## src/sv/eclk_pkg.sv

```systemverilog
// ----------------------------------------------------------------------------
// eclk_pkg: shared types and calendar helpers
// request and response payloads, queue entry, back-end states, date constants
// ----------------------------------------------------------------------------
package eclk_pkg;

   typedef enum logic [1:0] {
      OP_READ = 2'd0,
      OP_TICK = 2'd1,
      OP_SYNC = 2'd2
   } opcode_type;

   typedef struct packed {
      logic [1:0]  opcode;
      logic [31:0] sync_seconds;
   } req_type;

   typedef struct packed {
      logic [5:0] second;
      logic [5:0] minute;
      logic [4:0] hour;
      logic [2:0] weekday;
      logic [7:0] year_since_1900;
      logic [3:0] month_index;
      logic [4:0] day_of_month;
      logic       sync_request;
      logic       is_synced;
   } rsp_type;

   // one queued conversion job
   typedef struct packed {
      logic [31:0] epoch_seconds;
      logic        sync_request;
      logic        is_synced;
   } job_type;

   typedef enum logic [2:0] {
      BK_IDLE,
      BK_DAY,
      BK_SOD,
      BK_MOD,
      BK_HMS,
      BK_YEAR,
      BK_MONTH,
      BK_DONE
   } back_state_type;

   localparam logic [31:0] EPOCH_RESET    = 32'd10886400;
   localparam logic [15:0] INTERVAL_RESET = 16'd600;

   // reciprocals for the constant divides, each exact over its input range
   localparam logic [25:0] DAY_RECIP  = 26'd50903317;  // ceil(2^35 / 675), 25-bit input
   localparam logic [9:0]  DAY_DIV128 = 10'd675;       // 86400 / 128
   localparam logic [15:0] MOD_RECIP  = 16'd34953;     // ceil(2^19 / 15), 15-bit input
   localparam logic [9:0]  HOUR_RECIP = 10'd547;       // ceil(2^13 / 15), 9-bit input

   localparam logic [7:0] FIRST_YEAR    = 8'd70;
   localparam logic [2:0] FIRST_WEEKDAY = 3'd4;
   localparam logic [7:0] YEAR_2100     = 8'd200;
   localparam logic [8:0] DAYS_YEAR     = 9'd365;
   localparam logic [8:0] DAYS_LEAP     = 9'd366;
   localparam logic [3:0] MONTH_FEB     = 4'd1;
   localparam logic [4:0] FEB_LEAP_DAYS = 5'd29;
   localparam logic [4:0] FOUR_WEEKS    = 5'd28;

   // years 1970..2155: multiple of four except 2100
   function automatic logic is_leap(input logic [7:0] year);
      return (year[1:0] == 2'b00) && (year != YEAR_2100);
   endfunction

   function automatic logic [4:0] month_len(input logic [3:0] month, input logic leap);
      logic [4:0] len;
      case (month)
         4'd0:      len = 5'd31;
         MONTH_FEB: len = leap ? FEB_LEAP_DAYS : 5'd28;
         4'd2:      len = 5'd31;
         4'd3:      len = 5'd30;
         4'd4:      len = 5'd31;
         4'd5:      len = 5'd30;
         4'd6:      len = 5'd31;
         4'd7:      len = 5'd31;
         4'd8:      len = 5'd30;
         4'd9:      len = 5'd31;
         4'd10:     len = 5'd30;
         default:   len = 5'd31;
      endcase
      return len;
   endfunction

   // a and b both below 7
   function automatic logic [2:0] add_mod7(input logic [2:0] a, input logic [2:0] b);
      logic [3:0] s;
      s = {1'b0, a} + {1'b0, b};
      if (s >= 4'd7) begin
         s = s - 4'd7;
      end
      return s[2:0];
   endfunction

   function automatic logic [2:0] mod7_small(input logic [4:0] v);
      logic [4:0] r;
      r = v;
      for (int i = 0; i < 4; i++) begin
         if (r >= 5'd7) begin
            r = r - 5'd7;
         end
      end
      return r[2:0];
   endfunction

endpackage

```

## src/sv/eclk_front.sv

```systemverilog
// ----------------------------------------------------------------------------
// eclk_front: clock state and request decode
// applies ticks and syncs to the seconds count, raises sync requests, queues jobs
// ----------------------------------------------------------------------------
module eclk_front (
   input  logic             clock,
   input  logic             reset,
   input  logic             req_valid,
   output logic             req_ready,
   input  eclk_pkg::req_type req_data,
   input  logic             csr_valid,
   output logic             csr_ready,
   input  logic [15:0]      csr_data,
   output logic             push,
   output eclk_pkg::job_type push_data,
   input  logic             full
);
   import eclk_pkg::*;

   logic [31:0] epoch_ff, epoch_in;
   logic        synced_ff, synced_in;
   logic [15:0] ticks_ff, ticks_in;
   logic [15:0] interval_ff, interval_in;
   logic [15:0] ticks_base;
   logic        request;
   logic        accept;

   assign req_ready = !full;
   assign csr_ready = 1'b1;
   assign accept    = req_valid && !full;

   always_comb begin
      epoch_in    = epoch_ff;
      synced_in   = synced_ff;
      ticks_in    = ticks_ff;
      interval_in = interval_ff;
      ticks_base  = ticks_ff;
      request     = 1'b0;
      if (csr_valid) begin
         interval_in = csr_data;
      end
      if (accept) begin
         unique case (req_data.opcode)
            OP_TICK: begin
               // request check comes before the count moves
               if (!synced_ff || ticks_ff >= interval_ff) begin
                  request    = 1'b1;
                  ticks_base = '0;
               end
               epoch_in = epoch_ff + 32'd1;
               ticks_in = ticks_base + 16'd1;
            end
            OP_SYNC: begin
               epoch_in  = req_data.sync_seconds;
               synced_in = 1'b1;
            end
            default: begin
            end
         endcase
      end
   end

   assign push                    = accept;
   assign push_data.epoch_seconds = epoch_in;
   assign push_data.sync_request  = request;
   assign push_data.is_synced     = synced_in;

   always_ff @(posedge clock) begin
      if (reset) begin
         epoch_ff    <= EPOCH_RESET;
         synced_ff   <= 1'b0;
         ticks_ff    <= '0;
         interval_ff <= INTERVAL_RESET;
      end else begin
         epoch_ff    <= epoch_in;
         synced_ff   <= synced_in;
         ticks_ff    <= ticks_in;
         interval_ff <= interval_in;
      end
   end

endmodule

```

## src/sv/eclk_queue.sv

```systemverilog
// ----------------------------------------------------------------------------
// eclk_queue: job queue between front and back
// small first-in first-out buffer of conversion jobs
// ----------------------------------------------------------------------------
module eclk_queue #(
   parameter int DEPTH = 2
) (
   input  logic             clock,
   input  logic             reset,
   input  logic             push,
   input  eclk_pkg::job_type push_data,
   output logic             full,
   input  logic             pop,
   output eclk_pkg::job_type pop_data,
   output logic             empty
);
   import eclk_pkg::*;

   localparam int PTR_W = $clog2(DEPTH);
   localparam int CNT_W = $clog2(DEPTH + 1);

   job_type            slot_ff [DEPTH];
   logic [PTR_W-1:0]   wr_ptr_ff, wr_ptr_in;
   logic [PTR_W-1:0]   rd_ptr_ff, rd_ptr_in;
   logic [CNT_W-1:0]   count_ff, count_in;

   assign full     = (count_ff == CNT_W'(DEPTH));
   assign empty    = (count_ff == '0);
   assign pop_data = slot_ff[rd_ptr_ff];

   always_comb begin
      wr_ptr_in = wr_ptr_ff;
      rd_ptr_in = rd_ptr_ff;
      count_in  = count_ff;
      if (push) begin
         wr_ptr_in = (wr_ptr_ff == PTR_W'(DEPTH - 1)) ? '0 : wr_ptr_ff + 1'b1;
      end
      if (pop) begin
         rd_ptr_in = (rd_ptr_ff == PTR_W'(DEPTH - 1)) ? '0 : rd_ptr_ff + 1'b1;
      end
      if (push && !pop) begin
         count_in = count_ff + 1'b1;
      end else if (pop && !push) begin
         count_in = count_ff - 1'b1;
      end
   end

   always_ff @(posedge clock) begin
      if (push) begin
         slot_ff[wr_ptr_ff] <= push_data;
      end
   end

   always_ff @(posedge clock) begin
      if (reset) begin
         wr_ptr_ff <= '0;
         rd_ptr_ff <= '0;
         count_ff  <= '0;
      end else begin
         wr_ptr_ff <= wr_ptr_in;
         rd_ptr_ff <= rd_ptr_in;
         count_ff  <= count_in;
      end
   end

endmodule

```

## src/sv/eclk_back.sv

```systemverilog
// ----------------------------------------------------------------------------
// eclk_back: seconds to calendar conversion
// reciprocal multiplies for day and time of day, then year and month walks
// ----------------------------------------------------------------------------
module eclk_back (
   input  logic             clock,
   input  logic             reset,
   input  logic             empty,
   output logic             pop,
   input  eclk_pkg::job_type pop_data,
   output logic             rsp_valid,
   input  logic             rsp_ready,
   output eclk_pkg::rsp_type rsp_data
);
   import eclk_pkg::*;

   back_state_type state_ff, state_in;
   logic [31:0] secs_ff, secs_in;
   logic [16:0] rem_ff, rem_in;
   logic [10:0] mins_ff, mins_in;
   logic [15:0] t_ff, t_in;
   logic [7:0]  year_ff, year_in;
   logic [3:0]  month_ff, month_in;
   logic [2:0]  wd_ff, wd_in;
   logic [4:0]  hour_ff, hour_in;
   logic [5:0]  second_ff, second_in;
   logic        sreq_ff, sreq_in;
   logic        synced_ff, synced_in;
   rsp_type     rsp_ff, rsp_in;
   logic        rsp_valid_ff, rsp_valid_in;
   logic        rsp_load;

   logic [50:0] day_prod;
   logic [19:0] day_back;
   logic [30:0] mod_prod;
   logic [18:0] hour_prod;
   logic [16:0] mins_x60;
   logic [16:0] sec_diff;
   logic [10:0] hour_x60;
   logic [10:0] min_diff;
   logic        leap;
   logic [8:0]  year_len;
   logic [4:0]  mlen;

   // days = (secs / 128) / 675
   assign day_prod  = secs_ff[31:7] * DAY_RECIP;
   // low 17 bits of days * 86400, enough since seconds of day fit in 17 bits
   assign day_back  = t_ff[9:0] * DAY_DIV128;
   // minute of day = (seconds of day / 4) / 15
   assign mod_prod  = rem_ff[16:2] * MOD_RECIP;
   // hour = (minute of day / 4) / 15
   assign hour_prod = mins_ff[10:2] * HOUR_RECIP;
   assign mins_x60  = {mins_ff, 6'b0} - {4'b0, mins_ff, 2'b0};
   assign sec_diff  = rem_ff - mins_x60;
   assign hour_x60  = {hour_ff, 6'b0} - {4'b0, hour_ff, 2'b0};
   assign min_diff  = mins_ff - hour_x60;

   assign leap      = is_leap(year_ff);
   assign year_len  = leap ? DAYS_LEAP : DAYS_YEAR;
   assign mlen      = month_len(month_ff, leap);

   always_comb begin
      state_in  = state_ff;
      secs_in   = secs_ff;
      rem_in    = rem_ff;
      mins_in   = mins_ff;
      t_in      = t_ff;
      year_in   = year_ff;
      month_in  = month_ff;
      wd_in     = wd_ff;
      hour_in   = hour_ff;
      second_in = second_ff;
      sreq_in   = sreq_ff;
      synced_in = synced_ff;
      pop       = 1'b0;
      rsp_load  = 1'b0;
      unique case (state_ff)
         BK_IDLE: begin
            if (!empty) begin
               pop       = 1'b1;
               secs_in   = pop_data.epoch_seconds;
               sreq_in   = pop_data.sync_request;
               synced_in = pop_data.is_synced;
               state_in  = BK_DAY;
            end
         end
         BK_DAY: begin
            t_in     = day_prod[50:35];
            state_in = BK_SOD;
         end
         BK_SOD: begin
            rem_in   = secs_ff[16:0] - {day_back[9:0], 7'b0};
            state_in = BK_MOD;
         end
         BK_MOD: begin
            mins_in  = mod_prod[29:19];
            state_in = BK_HMS;
         end
         BK_HMS: begin
            hour_in   = hour_prod[17:13];
            second_in = sec_diff[5:0];
            year_in   = FIRST_YEAR;
            wd_in     = FIRST_WEEKDAY;
            state_in  = BK_YEAR;
         end
         BK_YEAR: begin
            if (t_ff < {7'b0, year_len}) begin
               month_in = '0;
               state_in = BK_MONTH;
            end else begin
               t_in    = t_ff - {7'b0, year_len};
               year_in = year_ff + 8'd1;
               wd_in   = add_mod7(wd_ff, leap ? 3'd2 : 3'd1);
            end
         end
         BK_MONTH: begin
            if (t_ff < {11'b0, mlen}) begin
               state_in = BK_DONE;
            end else begin
               t_in     = t_ff - {11'b0, mlen};
               month_in = month_ff + 4'd1;
               wd_in    = add_mod7(wd_ff, 3'(mlen - FOUR_WEEKS));
            end
         end
         BK_DONE: begin
            if (!rsp_valid_ff || rsp_ready) begin
               rsp_load = 1'b1;
               state_in = BK_IDLE;
            end
         end
         default: begin
            state_in = BK_IDLE;
         end
      endcase
   end

   always_comb begin
      rsp_in.second          = second_ff;
      rsp_in.minute          = min_diff[5:0];
      rsp_in.hour            = hour_ff;
      rsp_in.weekday         = add_mod7(wd_ff, mod7_small(t_ff[4:0]));
      rsp_in.year_since_1900 = year_ff;
      rsp_in.month_index     = month_ff;
      rsp_in.day_of_month    = t_ff[4:0] + 5'd1;
      rsp_in.sync_request    = sreq_ff;
      rsp_in.is_synced       = synced_ff;
   end

   assign rsp_valid_in = rsp_load || (rsp_valid_ff && !rsp_ready);
   assign rsp_valid    = rsp_valid_ff;
   assign rsp_data     = rsp_ff;

   always_ff @(posedge clock) begin
      secs_ff   <= secs_in;
      rem_ff    <= rem_in;
      mins_ff   <= mins_in;
      t_ff      <= t_in;
      year_ff   <= year_in;
      month_ff  <= month_in;
      wd_ff     <= wd_in;
      hour_ff   <= hour_in;
      second_ff <= second_in;
      sreq_ff   <= sreq_in;
      synced_ff <= synced_in;
      if (rsp_load) begin
         rsp_ff <= rsp_in;
      end
   end

   always_ff @(posedge clock) begin
      if (reset) begin
         state_ff     <= BK_IDLE;
         rsp_valid_ff <= 1'b0;
      end else begin
         state_ff     <= state_in;
         rsp_valid_ff <= rsp_valid_in;
      end
   end

endmodule

```

## src/sv/epoch_seconds_calendar_clock_top.sv

```systemverilog
// conversion: the back end walks Y + M steps, Y = whole years walked since 1970
//   (0..136) and M = whole months walked in the final year (0..11); Y + M peaks at
//   146 in december 2105
// the back end takes one job at a time, so its year and month walk sets the request rate
// the front takes requests at one per cycle until the job queue is full
// reset: synchronous, clears the clock to 10886400 seconds, unsynced, interval 600
// ----------------------------------------------------------------------------
// epoch_seconds_calendar_clock_top: epoch seconds real-time clock with calendar
// keeps seconds since 1970, raises resync requests and returns broken-down time
// ----------------------------------------------------------------------------
module epoch_seconds_calendar_clock_top #(
   parameter int QUEUE_DEPTH = 2   // jobs buffered between front and back, 2 or more
) (
   input  logic             clock,
   input  logic             reset,
   // request channel
   input  logic             req_valid,
   output logic             req_ready,
   input  eclk_pkg::req_type req_data,
   // response channel
   output logic             rsp_valid,
   input  logic             rsp_ready,
   output eclk_pkg::rsp_type rsp_data,
   // sync interval register write
   input  logic             csr_valid,
   output logic             csr_ready,
   input  logic [15:0]      csr_data
);
   import eclk_pkg::*;

   // front to queue
   logic    push;
   job_type push_data;
   logic    full;

   // queue to back
   logic    pop;
   job_type pop_data;
   logic    empty;

   // front: owns the seconds count, synced flag, tick count and interval;
   // an accepted tick or sync updates them in the accepting cycle, and every
   // accepted request leaves a snapshot of the new seconds value with its flags in the queue
   eclk_front u_front (
      .clock     (clock),
      .reset     (reset),
      .req_valid (req_valid),
      .req_ready (req_ready),
      .req_data  (req_data),
      .csr_valid (csr_valid),
      .csr_ready (csr_ready),
      .csr_data  (csr_data),
      .push      (push),
      .push_data (push_data),
      .full      (full)
   );

   // queue: lets the front keep taking requests while the back is busy
   eclk_queue #(
      .DEPTH (QUEUE_DEPTH)
   ) u_queue (
      .clock     (clock),
      .reset     (reset),
      .push      (push),
      .push_data (push_data),
      .full      (full),
      .pop       (pop),
      .pop_data  (pop_data),
      .empty     (empty)
   );

   // back: one job at a time
   //   pops a job, then works out days, seconds of day,
   //   minute of day, and hour with second, all by reciprocal multiplies;
   //   then one year per cycle and one month per cycle;
   //   weekday accumulates along the walk, the response sits in an output
   //   register so the next job can start while it waits to be taken
   eclk_back u_back (
      .clock     (clock),
      .reset     (reset),
      .empty     (empty),
      .pop       (pop),
      .pop_data  (pop_data),
      .rsp_valid (rsp_valid),
      .rsp_ready (rsp_ready),
      .rsp_data  (rsp_data)
   );

endmodule

```

## config.mk

```make
export PLATFORM = sky130hd
export DESIGN_NAME = epoch_seconds_calendar_clock_top
export DESIGN_NICKNAME = d
export VERILOG_FILES = /design/src/sv/eclk_pkg.sv /design/src/sv/eclk_front.sv /design/src/sv/eclk_queue.sv /design/src/sv/eclk_back.sv /design/src/sv/epoch_seconds_calendar_clock_top.sv
export SDC_FILE = /design/constraint.sdc
export NUM_CORES = 1
export LEC_CHECK = 0
export BUFFER_PORTS_ARGS = -buffer_cell sky130_fd_sc_hd__clkbuf_2
export CORE_MARGIN = 5
export CORE_UTILIZATION = 30
export DETAILED_ROUTE_END_ITERATION = 10
export HOLD_SLACK_MARGIN = 0.05
export SLEW_MARGIN = 20
export SYNTH_ARGS = -nofsm -noshare
export SYNTH_HDL_FRONTEND = slang
export SYNTH_HIERARCHICAL = 1
export SYNTH_SLANG_ARGS = --single-unit
```

## constraint.sdc

```tcl
create_clock -name clock -period 15.2 [get_ports clock]
set_input_delay 1.52 -clock clock [delete_from_list [all_inputs] [get_ports clock]]
set_output_delay 1.52 -clock clock [all_outputs]
set_load 0.1 [all_outputs]
```

## Word-level counts from Yosys, hierarchy flattened

Memory sizes are Yosys's and may differ from the RTL's. A register that Yosys moved wholly into a read port is not among the register bits.
Cells that the tools add are included.

| storage, ports and cells | value |
|---|---|
| flip-flop bits (word level) | 182 |
| bits in latches | 0 |
| memory bits (writable) | 68 |
| ROM bits | 0 |
| bits of input ports | 55 |
| output and inout port bits | 42 |
| memories kept | 1 |

| cells by class | value |
|---|---|
| $add $sub $neg | 27 |
| $mul | 4 |
| div/mod/pow operators | 0 |
| order comparisons | 10 |
| equal/unequal tests | 22 |
| shift operators | 0 |
| mux-type cells | 47 |
| bitwise logic cells | 1 |
| reduce and logical (&&, ||, !) cells | 30 |

Memory list:

| memory | depth | width | read ports | clocked after memory_dff | wr ports | RTL line | RTL |
|---|---|---|---|---|---|---|---|
| u_queue.slot_ff | 2 | 34 | 1 | 1 | 1 | eclk_queue.sv:22 | `job_type slot_ff [DEPTH];` |

Operators by type and width:

| cell | count |
|---|---|
| 2-to-1 mux 16 bit | 5 |
| one-hot mux 32 bit (2 select lines) | 1 |
| multiplier 25 x 26 -> 51 bit, second input constant | 1 |
| one-hot mux 16 bit (3 select lines) | 1 |
| adder 32 x 1 -> 32 bit, second input constant | 1 |
| 2-to-1 mux 32 bit | 1 |
| multiplier 15 x 16 -> 30 bit, second input constant | 1 |
| 2-to-1 mux 3 bit | 10 |
| one-hot mux 3 bit (8 select lines) | 1 |
| >= comparator 5 x 3 -> 1 bit, second input constant | 4 |
| multiplier 9 x 10 -> 18 bit, second input constant | 1 |
| subtractor 17 bit | 1 |
| adder 16 x 1 -> 16 bit, second input constant | 1 |
| >= comparator 16 bit | 1 |
| < comparator 16 x 5 -> 1 bit | 1 |
| < comparator 16 x 9 -> 1 bit | 1 |
| one-hot mux 8 bit (2 select lines) | 1 |
| subtractor 16 x 5 -> 16 bit | 1 |
| subtractor 16 x 9 -> 16 bit | 1 |
| 2-to-1 mux 5 bit | 3 |
| subtractor 3 bit, second input constant | 5 |
| subtractor 5 x 3 -> 5 bit, second input constant | 3 |
| 2-to-1 mux 1 bit | 14 |
| == test 3 bit, second input constant | 4 |
| other kinds (41) | 77 |

## Logic depth before layout (Yosys ltp)

| logic depth | value |
|---|---|
| depth in word-level cells | 11 |
| mapped depth | 32 |
| mapped depth without buffers | 28 |

## By module

The synthesis kept the hierarchy.

Modules (own cells, without submodules):

| module | instances | cells each | area an instance (um^2) | sequential area each (um^2) |
|---|---|---|---|---|
| eclk_back | 1 | 1949 | 20370.8 | 4374.2 |
| eclk_front | 1 | 535 | 4127.7 | 1301.2 |
| eclk_queue | 1 | 128 | 2660.1 | 2142.1 |

## Least setup slack after synthesis

OpenSTA, ideal clock, no wires.

| timing path | value |
|---|---|
| path type | flip-flop to flip-flop |
| from | register u_back.t_ff[4] |
| to | register u_back.rsp_ff (netlist bit u_back/rsp_data[20]), data pin |
| setup time | 0.260 ns |
| arrival | 6.257 ns |
| required time | 14.940 ns |
| path slack | 8.683 ns |
| cell stages (with the launch flop) | 31 |
| clock period less this slack | 6.517 ns |
| cells stage by stage | edfxtp_1 -> buf_2 -> inv_2 -> ha_1 -> buf_4 -> and3b_1 -> a211oi_1 -> inv_1 -> ha_1 -> clkbuf_1 -> and3b_1 -> a22o_1 -> or3_1 -> or2_0 -> clkbuf_1 -> mux2_1 -> ha_1 -> a221oi_1 -> a31o_2 -> nand4_1 -> o21ai_1 -> ha_1 -> inv_1 -> o21ai_0 -> a21oi_1 -> mux2_4 -> ha_1 -> fa_1 -> ha_1 -> a21oi_1 -> mux2_2 |

RTL lines:

| what | RTL line | RTL |
|---|---|---|
| start, declared | eclk_back.sv:21 | `logic [15:0] t_ff, t_in;` |
| start signal, assigned | eclk_back.sv:157 | `t_ff <= t_in;` |
| end signal, assigned | eclk_back.sv:166 | `rsp_ff <= rsp_in;` |
| end, declared | eclk_back.sv:29 | `rsp_type rsp_ff, rsp_in;` |

## Worst setup path after layout

| timing path | value |
|---|---|
| from | register u_back.secs_ff[21] |
| to | register u_back.t_ff[14], data pin |

| between the ends | value |
|---|---|
| word-level cells in the longest chain between the ends | 2 |

RTL lines:

| what | RTL line | RTL |
|---|---|---|
| start, declared | eclk_back.sv:18 | `logic [31:0] secs_ff, secs_in;` |
| start signal, assigned | eclk_back.sv:154 | `secs_ff <= secs_in;` |
| multiplier 25 x 26 -> 51 bit | eclk_back.sv:46 | `assign day_prod = secs_ff[31:7] * DAY_RECIP;` |
| one-hot mux 16 bit (3 select lines) | eclk_back.sv:77 | `unique case (state_ff)` |
| net u_back.t_in[14] | eclk_back.sv:21 |  |

The timed path passes the listed nets, and every way through them passes these cells.
A chain may end at the register's enable or synchronous reset.

==> results <==
- Subtracting the final worst setup slack from the clock period gives between 7 and 8 ns.
- In the routed layout, each cell is associated on average with a via count of 4.71.
- The top cell types in the final layout, fill and taps aside, are 509 x sky130_fd_sc_hd__inv_1, 488 x sky130_fd_sc_hd__ha_1, 220 x sky130_fd_sc_hd__fa_1.
- In this run, CTS created clock tree buffers numbering 31.
- Along the worst path, the maximum fanout reaches 9.
- Before antenna repair, the detailed router went through 5 iterations.
- The cell accounting for the most synthesized area is sky130_fd_sc_hd__edfxtp_1.
- The share of flip-flops with an asynchronous set or reset after synthesis is 0%.
- The total area inside the core boundary comes to ~90000 um2.
- The number of buffers inserted to repair setup after CTS is 0.
- The number of enable flip-flop cells after synthesis is 211.
- The initial antenna violation count is 0.
- Counting every net in the synthesized netlist gives 3375.
- In this run the core area contains 110 standard-cell rows.
- The count of nets left with antenna violations once routing finished came out at 0.
- The share of the clock period used by the worst path is 50.1%.
- The post-synthesis sequential element count is between 200 and 300.
- Setup violations remaining at the end of the flow were counted as 0.
- The effective utilization at floorplan is between 30% and 40%.
- The number of global-route vias before repair is 18900.
- The clock sink total is between 200 and 300.
- The commonest non-fill, non-tap cell in the layout is sky130_fd_sc_hd__inv_1.
- The number of remaining DRC errors is 0.
- Summed over all failing endpoints, the final setup total negative slack is 0 ns.
- For this run, the total global-route usage over all layers was measured as 12.5%.
- The class of the most critical setup path is flip-flop to flip-flop.
- The clock tree from TritonCTS is yes.
- For the worst-skew pair, the clock arrives at the later sink with an insertion delay of between 0.6 and 0.7 ns.
- The count of placed standard cells in the final layout, fillers left out is roughly 3900.
- Gates resized during post-CTS repair numbered 0.
- The sequential element share of the synthesized area is 28.8%.
- Summed over all layers, the routed wires come to slightly above 60000 um.
- STA classifies the critical path startpoint as a flip-flop.
- The classification of the worst-slack hold path is flip-flop to flip-flop.
- In the synthesized netlist the dominant register cell turns out to be sky130_fd_sc_hd__edfxtp_1.
- The data required time of the worst path is between 15 and 20 ns.
- From synthesis to final layout, the design area changed by 11.0%.
- The placer's final routability congestion estimate is just under 0.9.
- The post-synth design cell area is between 20000 and 30000 um2.
- Input and output buffers added on the ports amount to 95.
- The final layout contains 3453 nets.
- The die covers slightly below 100000 um2.
- The clock skew is between 0.02 and 0.025 ns.
- After technology mapping, the gate count stands at 2612.
- The number of max-cap violations is 0.
- After clock tree synthesis, the clock-pin slew on the worst setup and hold paths is roughly 0.07 ns.
- The number of top-level pins is 97.
- The routed via count is approximately 18000.
- The worst setup path is captured at a flip-flop.
- The wire length of the first global-routing pass is 99900 um.
- The overall die height is slightly above 300 um.
- The deepest clock path buffer count is 3.
- The layout cell share with drive strength beyond 1 is under 10%.
- The routed wire length per instance is between 15 and 20 um.
- For the worst setup path, the data arrival time is 7.95 ns.
- For this design, the CTS-stage hold fixing added 0 buffers.
- The mean post-synth cell area is 10.4 um2.
- In this run, placement finished with an instance count of around 3800.
- In this run, the number of DRC markers left after iteration 0 of detailed routing was about 970.
- Summed over all nets, the half-perimeter wirelength after detailed placement is about 50000 um.
- The count of final max-slew check failures is 0.
- The headroom to the max-slew limit is 31.3%.
- Setup repair after global routing left no endpoint under its margin.
- The hold violation count in the final report is 0.
- The fraction of post-synthesis cell area in the top cell type by area is 23.3%.
- Summed over all layers, the global routing overflow is 0.
- Timing would allow up to roughly 130 MHz.
- The run finished with clean final reports.
- The H-tree depth reported by CTS is 1.
- At the pin with the least slew margin, the transition time is around 1.0 ns.
- The number of distinct library cells after synthesis is between 90 and 100.
- The largest net degree at the start of global routing is 46.
- CTS placed an instance of sky130_fd_sc_hd__clkbuf_16 at the clock tree root.
- Ranked by total cell area, the synthesized netlist is headed by sky130_fd_sc_hd__edfxtp_1 23%, sky130_fd_sc_hd__ha_1 22%, sky130_fd_sc_hd__fa_1 16%, sky130_fd_sc_hd__inv_1 7.0%, sky130_fd_sc_hd__dfxtp_1 5.5%.
- Yosys printed 6 warnings.
- The die width is roughly 310 um.
worst max-delay path, stage by stage (launching register included):
cell,delay (ns)
sky130_fd_sc_hd__edfxtp_1,0.62
sky130_fd_sc_hd__fa_1,0.59
sky130_fd_sc_hd__inv_1,0.05
sky130_fd_sc_hd__fa_1,0.47
sky130_fd_sc_hd__inv_1,0.04
sky130_fd_sc_hd__ha_1,0.29
sky130_fd_sc_hd__fa_1,0.46
sky130_fd_sc_hd__fa_1,0.52
sky130_fd_sc_hd__fa_1,0.56
sky130_fd_sc_hd__inv_1,0.06
sky130_fd_sc_hd__fa_1,0.52
sky130_fd_sc_hd__inv_1,0.04
sky130_fd_sc_hd__ha_1,0.33
sky130_fd_sc_hd__a21oi_1,0.16
sky130_fd_sc_hd__o21ai_0,0.14
sky130_fd_sc_hd__a2111oi_0,0.81
sky130_fd_sc_hd__o21ai_0,0.21
sky130_fd_sc_hd__o21ai_1,0.54
sky130_fd_sc_hd__o21ai_1,0.22
sky130_fd_sc_hd__a311oi_1,0.38
sky130_fd_sc_hd__xor2_1,0.21
sky130_fd_sc_hd__o221ai_1,0.14
flip-flops by register name, indices dropped and copies added, names as in the netlist, 2 cells and up, named ones only:
signal and cells:
u_back/month_ff 4, u_back/year_ff 8, u_back/rsp_data 39, u_back/secs_ff 32, u_front/ticks_ff 16, u_back/mins_ff 11
u_front/epoch_ff 32, u_back/t_ff 16, u_back/wd_ff 3, u_front/interval_ff 16, u_back/second_ff 6, u_back/rem_ff 17
u_back/state_ff 3, u_queue/count_ff 2, u_queue/slot_ff 68, u_back/hour_ff 5
cells by family after synthesis:
logic type,share of synthesized area [%]
fa+ha+maj,38.7
buf+inv,8.06
flops,28.8
other cells,0.0138
mux,2.18
simple gates,9.43
compound gates,10.0
xor+xnor,2.81
per-stage QoR:
step / hold slack, ns / utilization, % / area (um2) / setup slack, ns
detailed placement: 0.411 / 32.2 / 28900 / 7.63
global placement: 0.406 / 32.2 / 28900 / 7.78
CTS: 0.423 / 33.5 / 30100 / 7.62
floorplan: 0.400 / - / 27200 / 8.68
global route: 0.425 / 33.5 / 30100 / 7.28
finish: 0.420 / 33.5 / 30100 / 7.58
cells in the mapped netlist, types with 11 or more instances:
library cell / n
sky130_fd_sc_hd__inv_1: 509
sky130_fd_sc_hd__ha_1: 488
sky130_fd_sc_hd__edfxtp_1: 211
sky130_fd_sc_hd__dfxtp_1: 74
sky130_fd_sc_hd__and3_1: 14
sky130_fd_sc_hd__nor2_1: 104
sky130_fd_sc_hd__a22o_1: 15
sky130_fd_sc_hd__o22ai_1: 11
sky130_fd_sc_hd__nor2b_1: 13
sky130_fd_sc_hd__nor3_1: 16
sky130_fd_sc_hd__and2_1: 31
sky130_fd_sc_hd__o21ai_0: 92
sky130_fd_sc_hd__xnor2_1: 51
sky130_fd_sc_hd__o211ai_1: 14
sky130_fd_sc_hd__fa_1: 220
sky130_fd_sc_hd__clkbuf_1: 38
sky130_fd_sc_hd__mux2_2: 36
sky130_fd_sc_hd__xor2_1: 36
sky130_fd_sc_hd__a31oi_1: 25
sky130_fd_sc_hd__a21oi_1: 99
sky130_fd_sc_hd__o31ai_1: 14
sky130_fd_sc_hd__nand4_1: 17
sky130_fd_sc_hd__or3_1: 15
sky130_fd_sc_hd__a21o_1: 38
sky130_fd_sc_hd__nand2b_1: 15
sky130_fd_sc_hd__nand2_1: 132
sky130_fd_sc_hd__mux2i_1: 16
sky130_fd_sc_hd__nand3_1: 63
per-layer routing:
| metal | track usage, % | up-vias | wire [um] |
|---|---|---|---|
| li1 | - | 9106 | - |
| met1 | 17.3 | 8791 | 29000 |
| met2 | 20.8 | 327 | 27700 |
| met3 | 1.99 | 92 | 2750 |
| met4 | 2.74 | 0 | 1490 |
| met5 | 0 | - | 0 |
path summary, 6_finish.rpt:
path | start | endpoint | slack (ns) | depth (start not counted)
setup / recovery | u_back/secs_ff[21] | u_back/t_ff[14] | 7.58 | 21
hold / removal | u_back/second_ff[5] | u_back/rsp_data[38] | 0.42 | 0
setup reg to reg | u_back/secs_ff[21] | u_back/t_ff[14] | 7.58 | 21
hold reg to reg | u_back/second_ff[5] | u_back/rsp_data[38] | 0.42 | 0
cell type report:
class                      instances  area (um2)
antenna                            1        2.50
clock buffer                      34         817
clock inverter                    24         387
fill                            9111       59700
inverter                         511        1920
multi-input combinational       1756       17200
sequential                       285        7820
tap                             1176        1470
timing repair buffer             105         551
Power is not shown: default switching activity piles up to over one toggle a cycle in this logic, so the estimate is an artifact.
